==> src/hdl/lpi_pkg.sv <==
// Package for the line pixel interpolator: coordinate width, line descriptor,
// queue sizing and back-end state encoding. No dependencies.
`default_nettype none

package lpi_pkg;

    localparam int COORD_BITS = 6;
    localparam int QUEUE_DEPTH = 2;
    localparam int QPTR_BITS = (QUEUE_DEPTH > 1) ? $clog2(QUEUE_DEPTH) : 1;
    localparam int QCNT_BITS = $clog2(QUEUE_DEPTH + 1);

    typedef logic [COORD_BITS-1:0] coord_t;

    // Line normalized to its major axis, walking upward along it
    typedef struct packed {
        logic   x_major;
        logic   db_neg;
        coord_t a0;
        coord_t b0;
        coord_t da;
        coord_t adb;
    } line_desc_t;

    typedef enum logic {
        BACK_IDLE,
        BACK_RUN
    } back_state_t;

    typedef struct packed {
        logic busy;
        logic emit;
        logic emit_last;
    } back_status_t;

endpackage

`default_nettype wire

==> src/hdl/lpi_ifs.sv <==
// Valid/ready channel interfaces for line requests and emitted pixels.
// Depends on lpi_pkg.
`default_nettype none

interface line_req_if;
    import lpi_pkg::*;

    logic   valid;
    logic   ready;
    coord_t start_x;
    coord_t start_y;
    coord_t stop_x;
    coord_t stop_y;

    modport source (output valid, output start_x, output start_y,
                    output stop_x, output stop_y, input ready);
    modport sink   (input valid, input start_x, input start_y,
                    input stop_x, input stop_y, output ready);
endinterface

interface pixel_if;
    import lpi_pkg::*;

    logic   valid;
    logic   ready;
    coord_t pixel_x;
    coord_t pixel_y;
    logic   last_pixel;

    modport source (output valid, output pixel_x, output pixel_y,
                    output last_pixel, input ready);
    modport sink   (input valid, input pixel_x, input pixel_y,
                    input last_pixel, output ready);
endinterface

`default_nettype wire

==> src/hdl/lpi_front.sv <==
// Front end: takes line requests, picks the major axis, orders the endpoints
// and registers one line descriptor. Depends on lpi_pkg and lpi_ifs.
`default_nettype none

module lpi_front (
    input  wire logic              clk,
    input  wire logic              rst_n,
    line_req_if.sink               req,
    output lpi_pkg::line_desc_t    desc,
    output logic                   desc_valid,
    input  wire logic              desc_ready
);
    import lpi_pkg::*;

    logic       front_valid_reg;
    logic       front_valid_next;
    line_desc_t desc_reg;
    line_desc_t desc_next;

    logic [COORD_BITS:0] dx;
    logic [COORD_BITS:0] dy;
    logic [COORD_BITS:0] db;
    coord_t              adx;
    coord_t              ady;
    coord_t              a0;
    coord_t              a1;
    coord_t              b0;
    coord_t              b1;
    logic                x_major;
    logic                swap;

    always_comb
    begin
        dx = {1'b0, req.stop_x} - {1'b0, req.start_x};
        dy = {1'b0, req.stop_y} - {1'b0, req.start_y};
        adx = dx[COORD_BITS] ? COORD_BITS'(-dx) : COORD_BITS'(dx);
        ady = dy[COORD_BITS] ? COORD_BITS'(-dy) : COORD_BITS'(dy);
        // Ties go to x
        x_major = (adx >= ady);
        a0 = x_major ? req.start_x : req.start_y;
        b0 = x_major ? req.start_y : req.start_x;
        a1 = x_major ? req.stop_x  : req.stop_y;
        b1 = x_major ? req.stop_y  : req.stop_x;
        // Walk upward along the major axis
        swap = (a1 < a0);
        desc_next.x_major = x_major;
        desc_next.a0 = swap ? a1 : a0;
        desc_next.b0 = swap ? b1 : b0;
        desc_next.da = swap ? (a0 - a1) : (a1 - a0);
        db = swap ? ({1'b0, b0} - {1'b0, b1}) : ({1'b0, b1} - {1'b0, b0});
        desc_next.db_neg = db[COORD_BITS];
        desc_next.adb = db[COORD_BITS] ? COORD_BITS'(-db) : COORD_BITS'(db);
    end

    assign req.ready = !front_valid_reg || desc_ready;

    always_comb
    begin
        front_valid_next = front_valid_reg;
        if (req.valid && req.ready)
        begin
            front_valid_next = 1'b1;
        end
        else if (desc_ready)
        begin
            front_valid_next = 1'b0;
        end
    end

    always_ff @(posedge clk or negedge rst_n)
    begin
        if (!rst_n)
        begin
            front_valid_reg <= 1'b0;
        end
        else
        begin
            front_valid_reg <= front_valid_next;
        end
    end

    always_ff @(posedge clk)
    begin
        if (req.valid && req.ready)
        begin
            desc_reg <= desc_next;
        end
    end

    assign desc       = desc_reg;
    assign desc_valid = front_valid_reg;

endmodule

`default_nettype wire

==> src/hdl/lpi_queue.sv <==
// Short descriptor queue between front and back ends.
// Depends on lpi_pkg.
`default_nettype none

module lpi_queue (
    input  wire logic                 clk,
    input  wire logic                 rst_n,
    input  wire lpi_pkg::line_desc_t  in_desc,
    input  wire logic                 in_valid,
    output logic                      in_ready,
    output lpi_pkg::line_desc_t       out_desc,
    output logic                      out_valid,
    input  wire logic                 out_ready
);
    import lpi_pkg::*;

    line_desc_t           mem_reg [QUEUE_DEPTH];
    logic [QPTR_BITS-1:0] wr_ptr_reg;
    logic [QPTR_BITS-1:0] wr_ptr_next;
    logic [QPTR_BITS-1:0] rd_ptr_reg;
    logic [QPTR_BITS-1:0] rd_ptr_next;
    logic [QCNT_BITS-1:0] count_reg;
    logic [QCNT_BITS-1:0] count_next;
    logic                 push;
    logic                 pop;

    assign in_ready  = (count_reg != QCNT_BITS'(QUEUE_DEPTH));
    assign out_valid = (count_reg != '0);
    assign out_desc  = mem_reg[rd_ptr_reg];
    assign push      = in_valid && in_ready;
    assign pop       = out_valid && out_ready;

    always_comb
    begin
        wr_ptr_next = wr_ptr_reg;
        rd_ptr_next = rd_ptr_reg;
        count_next  = count_reg;
        if (push)
        begin
            wr_ptr_next = (wr_ptr_reg == QPTR_BITS'(QUEUE_DEPTH - 1)) ? '0 : wr_ptr_reg + 1'b1;
        end
        if (pop)
        begin
            rd_ptr_next = (rd_ptr_reg == QPTR_BITS'(QUEUE_DEPTH - 1)) ? '0 : rd_ptr_reg + 1'b1;
        end
        if (push && !pop)
        begin
            count_next = count_reg + 1'b1;
        end
        else if (pop && !push)
        begin
            count_next = count_reg - 1'b1;
        end
    end

    always_ff @(posedge clk or negedge rst_n)
    begin
        if (!rst_n)
        begin
            wr_ptr_reg <= '0;
            rd_ptr_reg <= '0;
            count_reg  <= '0;
        end
        else
        begin
            wr_ptr_reg <= wr_ptr_next;
            rd_ptr_reg <= rd_ptr_next;
            count_reg  <= count_next;
        end
    end

    always_ff @(posedge clk)
    begin
        if (push)
        begin
            mem_reg[wr_ptr_reg] <= in_desc;
        end
    end

endmodule

`default_nettype wire

==> src/hdl/lpi_back.sv <==
// Back end: walks one line descriptor a pixel per cycle while the pixel output
// is not stalled, and drives the registered pixel output. Depends on lpi_pkg and lpi_ifs.
`default_nettype none

module lpi_back (
    input  wire logic                 clk,
    input  wire logic                 rst_n,
    input  wire lpi_pkg::line_desc_t  desc,
    input  wire logic                 desc_valid,
    output logic                      desc_ready,
    pixel_if.source                   pix,
    output lpi_pkg::back_status_t     status
);
    import lpi_pkg::*;

    back_state_t state_reg;
    back_state_t state_next;
    line_desc_t  line_reg;
    coord_t      k_reg;
    coord_t      k_next;
    coord_t      q_reg;
    coord_t      q_next;
    coord_t      r_reg;
    coord_t      r_next;
    logic        out_valid_reg;
    logic        out_valid_next;
    coord_t      out_x_reg;
    coord_t      out_y_reg;
    logic        out_last_reg;

    logic                busy;
    logic                emit;
    logic                last;
    logic                load;
    coord_t              a_cur;
    coord_t              b_cur;
    logic [COORD_BITS:0] r_sum;

    assign busy  = (state_reg == BACK_RUN);
    assign emit  = busy && (!out_valid_reg || pix.ready);
    assign last  = (k_reg == line_reg.da);
    assign a_cur = line_reg.a0 + k_reg;
    assign b_cur = line_reg.db_neg ? (line_reg.b0 - q_reg) : (line_reg.b0 + q_reg);
    // Running quotient and remainder of adb*k/da, one compare-subtract a step
    assign r_sum = {1'b0, r_reg} + {1'b0, line_reg.adb};

    always_comb
    begin
        state_next = state_reg;
        desc_ready = 1'b0;
        load       = 1'b0;
        k_next     = k_reg;
        q_next     = q_reg;
        r_next     = r_reg;
        case (state_reg)
            BACK_IDLE:
            begin
                desc_ready = 1'b1;
                if (desc_valid)
                begin
                    load       = 1'b1;
                    k_next     = '0;
                    q_next     = '0;
                    r_next     = '0;
                    state_next = BACK_RUN;
                end
            end
            BACK_RUN:
            begin
                if (emit)
                begin
                    k_next = k_reg + 1'b1;
                    if (r_sum >= {1'b0, line_reg.da})
                    begin
                        r_next = COORD_BITS'(r_sum - {1'b0, line_reg.da});
                        q_next = q_reg + 1'b1;
                    end
                    else
                    begin
                        r_next = COORD_BITS'(r_sum);
                    end
                    if (last)
                    begin
                        state_next = BACK_IDLE;
                    end
                end
            end
            default:
            begin
                state_next = BACK_IDLE;
            end
        endcase
    end

    always_comb
    begin
        out_valid_next = out_valid_reg;
        if (emit)
        begin
            out_valid_next = 1'b1;
        end
        else if (pix.ready)
        begin
            out_valid_next = 1'b0;
        end
    end

    always_ff @(posedge clk or negedge rst_n)
    begin
        if (!rst_n)
        begin
            state_reg     <= BACK_IDLE;
            out_valid_reg <= 1'b0;
        end
        else
        begin
            state_reg     <= state_next;
            out_valid_reg <= out_valid_next;
        end
    end

    always_ff @(posedge clk)
    begin
        if (load)
        begin
            line_reg <= desc;
        end
        k_reg <= k_next;
        q_reg <= q_next;
        r_reg <= r_next;
        if (emit)
        begin
            out_x_reg    <= line_reg.x_major ? a_cur : b_cur;
            out_y_reg    <= line_reg.x_major ? b_cur : a_cur;
            out_last_reg <= last;
        end
    end

    assign pix.valid      = out_valid_reg;
    assign pix.pixel_x    = out_x_reg;
    assign pix.pixel_y    = out_y_reg;
    assign pix.last_pixel = out_last_reg;

    // Fields in declaration order: busy, emit, emit_last
    assign status = {busy, emit, emit && last};

endmodule

`default_nettype wire

==> src/hdl/line_pixel_interpolator_top.sv <==
// Line pixel interpolator top level: rasterizes a line inside a square tile.
// Path: request -> front-end register -> queue -> back-end state -> pixel output register.
// Flow: a line of da+1 pixels (da = major-axis delta) occupies the back end until
//   its last pixel is emitted; a new request is taken while one runs.
// Reset: rst_n clears the queue and all valid flags; no line is in flight.
// Depends on lpi_pkg, lpi_ifs, lpi_front, lpi_queue and lpi_back.
`default_nettype none

module line_pixel_interpolator_top (
    input  wire logic clk,
    input  wire logic rst_n,
    line_req_if.sink  req,
    pixel_if.source   pix
);
    import lpi_pkg::*;

    // Front end output: one classified line descriptor
    line_desc_t   front_desc;
    logic         front_valid;
    logic         front_ready;

    // Queue output toward the pixel walker
    line_desc_t   queue_desc;
    logic         queue_valid;
    logic         queue_ready;

    back_status_t back_status;

    // Classify each request: major axis, endpoint order, deltas
    lpi_front u_front (
        .clk        (clk),
        .rst_n      (rst_n),
        .req        (req),
        .desc       (front_desc),
        .desc_valid (front_valid),
        .desc_ready (front_ready)
    );

    // Hold up to two lines so request intake and pixel output stall independently
    lpi_queue u_queue (
        .clk       (clk),
        .rst_n     (rst_n),
        .in_desc   (front_desc),
        .in_valid  (front_valid),
        .in_ready  (front_ready),
        .out_desc  (queue_desc),
        .out_valid (queue_valid),
        .out_ready (queue_ready)
    );

    // Walk the major axis one pixel per transfer; minor coordinate comes from
    // an incremental quotient/remainder, so no divider is needed
    lpi_back u_back (
        .clk        (clk),
        .rst_n      (rst_n),
        .desc       (queue_desc),
        .desc_valid (queue_valid),
        .desc_ready (queue_ready),
        .pix        (pix),
        .status     (back_status)
    );

    // A descriptor pulled from the queue starts a line on the next cycle
    assert property (@(posedge clk) disable iff (!rst_n)
        queue_valid && queue_ready |=> back_status.busy)
        else $error("line load did not start the walker");

    // Emitting the final pixel ends the line
    assert property (@(posedge clk) disable iff (!rst_n)
        back_status.emit_last |=> !back_status.busy)
        else $error("walker still busy after final pixel");

    // The walker takes no new line while one is in progress
    assert property (@(posedge clk) disable iff (!rst_n)
        back_status.busy |-> !queue_ready)
        else $error("queue popped during a line");

    // A pixel is produced only into a free or draining output register
    assert property (@(posedge clk) disable iff (!rst_n)
        back_status.emit |=> pix.valid)
        else $error("emitted pixel not presented");

endmodule

`default_nettype wire
==> src/flat_wrapper.sv <==
// flat-port wrapper written by rule: the top's interface ports become plain ports
module line_pixel_interpolator_top_flat import lpi_pkg::*;
  (clk, rst_n, req_valid, req_start_x, req_start_y, req_stop_x, req_stop_y, req_ready, pix_valid, pix_pixel_x, pix_pixel_y, pix_last_pixel, pix_ready);
  line_req_if req_i ();
  pixel_if pix_i ();
  input  wire logic clk;
  input  wire logic rst_n;
  input wire logic [$bits(req_i.valid)-1:0] req_valid;
  input wire logic [$bits(req_i.start_x)-1:0] req_start_x;
  input wire logic [$bits(req_i.start_y)-1:0] req_start_y;
  input wire logic [$bits(req_i.stop_x)-1:0] req_stop_x;
  input wire logic [$bits(req_i.stop_y)-1:0] req_stop_y;
  output wire logic [$bits(req_i.ready)-1:0] req_ready;
  output wire logic [$bits(pix_i.valid)-1:0] pix_valid;
  output wire logic [$bits(pix_i.pixel_x)-1:0] pix_pixel_x;
  output wire logic [$bits(pix_i.pixel_y)-1:0] pix_pixel_y;
  output wire logic [$bits(pix_i.last_pixel)-1:0] pix_last_pixel;
  input wire logic [$bits(pix_i.ready)-1:0] pix_ready;
  assign req_i.valid = req_valid;
  assign req_i.start_x = req_start_x;
  assign req_i.start_y = req_start_y;
  assign req_i.stop_x = req_stop_x;
  assign req_i.stop_y = req_stop_y;
  assign req_ready = req_i.ready;
  assign pix_valid = pix_i.valid;
  assign pix_pixel_x = pix_i.pixel_x;
  assign pix_pixel_y = pix_i.pixel_y;
  assign pix_last_pixel = pix_i.last_pixel;
  assign pix_i.ready = pix_ready;
  line_pixel_interpolator_top u_core (.clk(clk), .rst_n(rst_n), .req(req_i), .pix(pix_i));
endmodule
==> config.mk <==
export PLATFORM = sky130hd
export DESIGN_NAME = line_pixel_interpolator_top_flat
export DESIGN_NICKNAME = d
export VERILOG_FILES = /design/src/hdl/lpi_pkg.sv /design/src/hdl/lpi_ifs.sv /design/src/hdl/lpi_front.sv /design/src/hdl/lpi_queue.sv /design/src/hdl/lpi_back.sv /design/src/hdl/line_pixel_interpolator_top.sv /design/src/flat_wrapper.sv
export SDC_FILE = /design/constraint.sdc
export NUM_CORES = 1
export LEC_CHECK = 0
export ABC_CLOCK_PERIOD_IN_PS = 6600
export BUFFER_PORTS_ARGS = -buffer_cell sky130_fd_sc_hd__buf_4
export CAP_MARGIN = 40
export CORE_UTILIZATION = 40
export DETAILED_ROUTE_END_ITERATION = 10
export PLACE_DENSITY_LB_ADDON = 0.3
export RECOVER_POWER = 100
export SYNTH_ARGS = -nofsm -noshare
export SYNTH_HDL_FRONTEND = slang
export SYNTH_HIERARCHICAL = 1
export SYNTH_SLANG_ARGS = --single-unit
==> constraint.sdc <==
create_clock -name clk -period 6.6 [get_ports clk]
set_input_delay 0 -clock clk [delete_from_list [all_inputs] [get_ports clk]]
set_output_delay 0 -clock clk [all_outputs]
set_load 0.005 [all_outputs]
== Word-level counts from Yosys, hierarchy flattened ==
Memory sizes are Yosys's and may differ from the RTL's. A register that Yosys moved wholly into a read port is not among the register bits.
Cells that the tools add are included.
Word-level totals
  bits in registers: 64
  bits in latches: 0
  memory bits (writable): 52
  ROM bits: 0
  input port bits: 28
  output and inout bits: 15
  logic and storage cells: 105
  memories: 1
Memory list
  u_core.u_queue.mem_reg: depth 2, width 26, rd ports 1, clocked after Yosys merged registers in 1, write ports 1, RTL line lpi_queue.sv:17  | line_desc_t mem_reg [QUEUE_DEPTH];
Cells by class
  add/sub/neg operators: 20
  multiply operators: 0
  div/mod/pow operators: 0
  order comparisons: 3
  equality and inequality tests: 5
  shift-type cells: 0
  mux-type cells: 39
  bitwise logic cells: 1
  reduce and logical (&&, ||, !) cells: 18
Operators with widths (count)
  $mux W6: 19
  $pmux W6 S2: 3
  $sub A6 B6 Y7: 4
  $sub A6 B6 Y6: 4
  $neg A6 Y6: 3
  $mux W1: 13
  $add A6 B1 Y6 const B: 2
  $add A6 B6 Y6: 2
  $reduce_bool A2 Y1: 4
  $add A6 B6 Y7: 1
  $ge A7 B6 Y1: 1
  $mux W7: 1
  $eq A6 B6 Y1: 1
  $ge A6 B6 Y1: 1
  $logic_and A1 B1 Y1: 6
  $lt A6 B6 Y1: 1
  $ne A2 B1 Y1 const B: 3
  $logic_not A1 Y1: 4
  $mux W2: 2
  $reduce_and A3 Y1: 1
  $add A1 B1 Y1 const B: 2
  $add A2 B1 Y2 const B: 1
  $logic_or A1 B1 Y1: 2
  $ne A2 B2 Y1 const B: 1
  4 further kinds: 4

== Logic depth before layout (Yosys ltp) ==
Gate-level depths: netlist (run 1).
  depth after elaboration: 9
  mapped depth: 34
  gate-level depth less buffers: 29

== Modules after synthesis ==
Netlist (run 1), hierarchy kept.
Modules (own cells, without submodules)
  lpi_back: instances 1, cells each 266, area an instance 3295.7 um2, seq. area each 1761.7 um2
  lpi_front: instances 1, cells each 368, area an instance 3196.8 um2, seq. area each 805.8 um2
  lpi_queue: instances 1, cells each 99, area an instance 2170.8 um2, seq. area each 1661.6 um2

== Worst setup path after synthesis (run 1) ==
OpenSTA, ideal clock, no wires.
  kind: input port to flip-flop
  start: input req_stop_y[0]
  end: register u_core.u_front.desc_reg (netlist bit u_core/u_front/desc[4]) (data pin)
  setup time: 0.262 ns
  arrival time: 5.985 ns
  required time: 6.338 ns
  path slack: 0.353 ns
  stages: 33
  path buffers: 5
  cells stage by stage: inv_1 -> ha_1 -> fa_1 -> nor2b_1 -> o21ai_0 -> nand2b_1 -> xor2_1 -> nor2_1 -> a41oi_1 -> xnor2_1 -> ha_1 -> nand4_1 -> o221ai_4 -> buf_2 -> clkbuf_1 -> buf_2 -> buf_2 -> nor2_1 -> a21oi_1 -> inv_1 -> fa_1 -> nor3b_1 -> a221o_1 -> mux2i_4 -> o21ai_4 -> buf_2 -> a21o_1 -> a21oi_1 -> a31oi_1 -> xnor2_1 -> ha_1 -> a31oi_1 -> xnor2_1
RTL lines
  start, declared: RTL line flat_wrapper.sv:12  | input wire logic [$bits(req_i.stop_y)-1:0] req_stop_y;
  end signal, assigned: RTL line lpi_front.sv:86  | desc_reg <= desc_next;
  end, declared: RTL line lpi_front.sv:17  | line_desc_t desc_reg;

==> results.json, run 1 <==
{
  "routedWlPerCell_um": 14.52,
  "viasPerCell": 4.989,
  "largest_reg_flops": 52,
  "netSwitchingPower_uw": 2240,
  "cp-end-kind": "register",
  "rsz0062_at_grt": "false",
  "ctsRootBufferMaster": "clkbuf_16",
  "routed_wl_um": 15560,
  "grt_max_degree": 32,
  "drive_above_1_share_pct": 12.30,
  "cts_tree": "done",
  "violations": "capacitance limit, slew limit",
  "worst_path_largest_cell_delay_ns": 0.49,
  "synthCells": 731,
  "grt_usage_pct": 14.63,
  "tns_ns": 0,
  "worst_slew_pin_slew_ns": 1.628,
  "globalplace.congestion": 0.8171,
  "maxCapViolCount": 1,
  "pin_count": 43,
  "p_per_area_nw_per_um2": 584.4,
  "hold_viol_final": 0,
  "layout.nets": 883,
  "min_path_cells": 3,
  "rows": 53,
  "dr.pass1.iters": 4,
  "cts_sinks": 142,
  "timing_worst_setup_path_type": "in2reg",
  "avgSynthCellArea_um2": 11.83,
  "overflow": 0,
  "crit_slowest_cell": "fa_1",
  "clk_latency_ns": 0.40,
  "maxSlewViolCount": 28,
  "slew_headroom_pct": -8.566,
  "syn_area_um2": 8648,
  "skew_ns": 0.007263,
  "dpl_worst_slack_ns": 0.4843,
  "h-tree-depth": 4,
  "holdCritPathClass": "in2reg",
  "coreArea_um2": 21090,
  "max-vdd-ir-drop_mv": 0.2351,
  "status": "complete, but fails checks",
  "die_width_um": 149.0,
  "numCtsBuffers": 17,
  "die-height_um": 149.0,
  "p_clk_share_pct": 15.7,
  "num_vias": 5348,
  "finalCritPeriodShare_pct": 89.24,
  "finalSetupViolCount": 0,
  "start_util_pct": 41.01,
  "areaGrowthSynthToFinish_pct": 12.37,
  "cp-start-kind": "input pin",
  "ant_nets": 0,
  "sw_frac_of_total_pct": 39.43,
  "cts_setup_buffers": 0,
  "combPwrFrac_pct": 53.7,
  "syn-num-nets": 830,
  "path_max_fanout": 20,
  "hold_slack_ns": 0.03598,
  "seqPwrFrac_pct": 30.6,
  "required_ns": 6.75,
  "hpwl_um": 11850,
  "grt_pass1_wl_um": 25410,
  "min_period_ns": 5.890,
  "fp.dieArea_um2": 22210,
  "path_clk_slew_ns": 0.06,
  "worst_slack_ns": 0.7101,
  "clockBufferDepth": 2,
  "portBuffers": 42,
  "grt_pass1_vias": 5115,
  "drt_iter0_markers": 238,
  "yosysWarnings": 6,
  "max_freq_mhz": 169.8,
  "cts_hold_buf": 4,
  "antenna_found_initial": 0,
  "rr_worst_depth": 11,
  "path_common_cell": "inv_1",
  "post_cts_resized": 0,
  "power.leakage_uw": 0.003889,
  "intPower_uw": 3440,
  "drcViolationCount": 0,
  "antenna_cells": 0,
  "arrival_ns": 6.04
}
[power by group through the flow]
| stage | Clock [µW] | Combinational, µW | Sequential (µW) |
|---|---|---|---|
| 6_report | 890 | 3050 | 1740 |
| 5_1_grt | 944 | 3390 | 1770 |
| 4_1_cts | 913 | 3200 | 1740 |
| 3_5_place_dp | 0 | 3180 | 1760 |
| 3_3_place_gp | 0 | 3160 | 1740 |
| 2_1_floorplan | 0 | 2600 | 1700 |
[cell usage in the layout, fill, tap and decap left out, drive strengths merged, types with 2 or more instances in the layout]
cell type and count:
a2111oi 3, a211oi 10, a21o 13, a21oi 56
a221o 2, a31oi 8, and2 5, and3 3
buf 28, clkbuf 40, clkinv 8, dfrtp 7
dlygate4sd3 4, edfxtp 135, fa 8, ha 63
inv 74, maj3 5, mux2 34, mux2i 25
nand2 38, nand2b 11, nand3 12, nand4 4
nor2 59, nor2b 4, nor3 5, nor3b 2
o21a 2, o21ai 25, o21bai 4, o221ai 3
o31ai 4, or3 2, xnor2 48, xor2 27
[per-stage QoR]
stage / total power [µW] / utilization (%) / cells / cell area, µm²
after global placement: 4907 / 43.79 / 1035 / 9234
after global routing: 6108 / 46.08 / 1072 / 9718
after floorplan: 4299 / - / 731 / 8648
after detailed placement: 4938 / 43.92 / 1036 / 9261
final: 5680 / 46.08 / 1072 / 9718
after CTS: 5858 / 46.78 / 1072 / 9864
[metal layers]
metal / vias to the layer above / global-route usage [%] / part of all wire, %
met4: 0 / 4.898 / 1.0
met5: - / 0 / 0
met3: 6 / 2.385 / 3.4
li1: 2732 / - / -
met1: 2514 / 18.78 / 48
met2: 96 / 24.98 / 48
[worst paths after layout]
kind / from / to / slack (ns)
worst min-delay path: req_start_x[4] / u_core/u_front/desc[22]$_DFFE_PP_ / 0.04
max in group asynchronous: rst_n / u_core/u_back/pix.valid$_DFFE_PN0P_ / 5.71
worst max-delay path: req_stop_x[0] / u_core/u_front/desc[3]$_DFFE_PP_ / 0.71
worst max register to register: u_core/u_back/line_reg[0]$_DFFE_PP_ / u_core/u_back/q_reg[4]$_SDFFCE_PN0P_ / 2.69
min in group asynchronous: rst_n / u_core/u_queue/rd_ptr_reg$_DFFE_PN0P_ / 0.60
worst min register to register: u_core/u_front/desc[11]$_DFFE_PP_ / u_core/u_queue/mem_reg[0][11]$_DFFE_PP_ / 0.44
[final cells by class]
type	count	area [µm²]
fill	1953	11370
sequential	142	4229
multi-input combinational	499	3934
clock buffer	17	425.4
timing repair buffer	55	389.1
tap	275	344.1
inverter	69	259.0
clock inverter	15	137.6
[worst max-delay path, delay by kind of cell]
family / cells / cell delay, ns
buf+inv: 4 / 0.59
fa+ha+maj: 4 / 1.45
simple gates: 4 / 0.50
compound gates: 9 / 2.66
xor+xnor: 3 / 0.41
mux: 2 / 0.41
Power figures use the tool's default switching activity.
==> run 2, diff against run 1 <==
CELL_PAD_IN_SITES_DETAIL_PLACEMENT = 0   (was unset)
CELL_PAD_IN_SITES_GLOBAL_PLACEMENT = 1   (was unset)
==> run 2 against run 1 <==
The flow still finishes with violations (capacitance limit, slew limit). Die area did not move. Clock power grew 0.7%. Clock skew up 0.0049 ns. Cell count grew 0.47%. Worst setup slack improved by 0.062 ns. Sequential power hardly changed. Design area increased by 0.61%. Largest cell class unchanged. Fmax increased by 1.1%. Total power rose by 2.4%. Combinational power grew 4%. Sequential cell count unchanged.
==> results.json, run 2 (same netlist as run 1, synthesis figures left out) <==
{
  "status": "complete, but fails checks",
  "violations": "capacitance limit, slew limit",
  "dr.pass1.iters": 4,
  "hold_slack_ns": 0.02372,
  "placedCellCount": 1040,
  "routed_wl_um": 17090,
  "numCtsBuffers": 17,
  "grt_pass1_vias": 5620,
  "slew_headroom_pct": -1.207,
  "worst_path_largest_cell_delay_ns": 0.47,
  "finalCritPeriodShare_pct": 88.30,
  "num_vias": 5451,
  "cts_tree": "done",
  "die-height_um": 149.0,
  "finalSetupViolCount": 0,
  "hpwl_um": 13250,
  "cp-start-kind": "input pin",
  "path_buf_inv": 5,
  "die_width_um": 149.0,
  "skew_ns": 0.01218,
  "clockBufferDepth": 2,
  "final_cell_mix": "135 x edfxtp_1, 69 x inv_1, 63 x ha_1, 58 x nor2_1, 56 x a21oi_1",
  "areaGrowthSynthToFinish_pct": 13.05,
  "drt_iter0_markers": 200,
  "ant_nets": 0,
  "max-vdd-ir-drop_mv": 0.2298,
  "antenna_cells": 0,
  "path_clk_slew_ns": 0.06,
  "arrival_ns": 5.99,
  "routedWlPerCell_um": 15.86,
  "drive_above_1_share_pct": 12.84,
  "final_common_cell": "edfxtp_1",
  "cp_top_family": "compound AO/OA/AOI/OAI gates",
  "cts_setup_buffers": 0,
  "stdcell_count": 1077,
  "pin_count": 43,
  "min_period_ns": 5.828,
  "power.leakage_uw": 0.003912,
  "portBuffers": 42,
  "cp-end-kind": "register",
  "layout.nets": 888,
  "cts_hold_buf": 5,
  "ctsRootBufferMaster": "clkbuf_16",
  "cts_sinks": 142,
  "holdCritPathClass": "in2reg",
  "p_per_area_nw_per_um2": 595.0,
  "largest_reg_flops": 52,
  "grt_pass1_wl_um": 27920,
  "required_ns": 6.76,
  "clk_latency_ns": 0.41,
  "rows": 53,
  "crit_slowest_cell": "o21ai_4",
  "rsz0062_at_grt": "false",
  "coreArea_um2": 21090,
  "viasPerCell": 5.061,
  "start_util_pct": 41.01,
  "fillers": 1959,
  "overflow": 0,
  "tns_ns": 0,
  "grt_max_degree": 28,
  "drcViolationCount": 0,
  "globalplace.congestion": 0.9024,
  "max_freq_mhz": 171.6,
  "path_max_fanout": 18,
  "worst_slew_pin_slew_ns": 1.518,
  "maxCapViolCount": 1,
  "grt_usage_pct": 16.23,
  "fp.dieArea_um2": 22210,
  "maxSlewViolCount": 28,
  "timing_worst_setup_path_type": "in2reg",
  "antenna_found_initial": 0,
  "hold_viol_final": 0,
  "post_cts_resized": 0,
  "h-tree-depth": 4
}
run 2: cell count changes in the layout (fill, tap and decap cells not counted), sizes merged:
cell / previous run / this run
dlygate4sd3: 4 / 5
buf: 28 / 30
inv: 74 / 75
clkinv: 8 / 6
clkbuf: 40 / 43
run 2: final timing paths:
kind                       depth (start not counted)                                 endpoint  slack (ns)                                start
setup / recovery                                  28         u_core/u_front/desc[5]$_DFFE_PP_        0.77                        req_stop_y[0]
hold / removal                                     3        u_core/u_front/desc[22]$_DFFE_PP_        0.02                       req_start_x[4]
setup reg to reg                                  11     u_core/u_back/q_reg[4]$_SDFFCE_PN0P_        2.75  u_core/u_back/line_reg[0]$_DFFE_PP_
hold reg to reg                                    0  u_core/u_queue/mem_reg[0][22]$_DFFE_PP_        0.45    u_core/u_front/desc[22]$_DFFE_PP_
max in group asynchronous                          3    u_core/u_front/desc_valid$_DFFE_PN0P_        5.68                                rst_n
min in group asynchronous                          3  u_core/u_queue/count_reg[1]$_DFFE_PN0P_        0.62                                rst_n
run 2: through the flow:
step                utilization, %  cell area, µm²  setup slack (ns)  total power (µW)
floorplan                        -            8648            0.3532              4299
global placement             43.86            9249            0.6664              4957
detailed placement           44.19            9319            0.5087              5061
CTS                          47.09            9930            0.9414              5992
global route                 46.36            9777            0.2283              6279
finish                       46.36            9777            0.7723              5818
run 2: metal layers:
| metal | routed length [µm] | share of wire (%) | global-route usage (%) |
|---|---|---|---|
| met5 | 0 | 0 | 0 |
| met4 | 309 | 1.8 | 6.786 |
| met3 | 431 | 2.5 | 2.477 |
| met2 | 8608 | 50 | 28.65 |
| met1 | 7737 | 45 | 19.62 |
run 2: final cells by class:
cell class	instances	area, µm²	area share (%)
Clock buffer	18	429.2	4.390
Clock inverter	14	131.4	1.344
Inverter	69	259.0	2.649
Multi-Input combinational cell	499	3951	40.41
Sequential cell	142	4229	43.26
Tap cell	275	344.1	3.519
Timing Repair Buffer	60	432.9	4.428
run 2: worst register-to-register path, cell delays in order (launching register included):
cell,delay (ns)
edfxtp_1,0.37
ha_1,0.23
fa_1,0.41
a211oi_1,0.30
nor2_1,0.10
xor2_1,0.18
ha_1,0.37
o21a_1,0.15
o21ai_0,0.10
a31o_4,0.25
and2_0,0.32
o21ai_0,0.70
run 2: where the power goes:
part	switching, µW	internal [µW]
registers	142	1600
clock network	372	525
logic	1820	1360
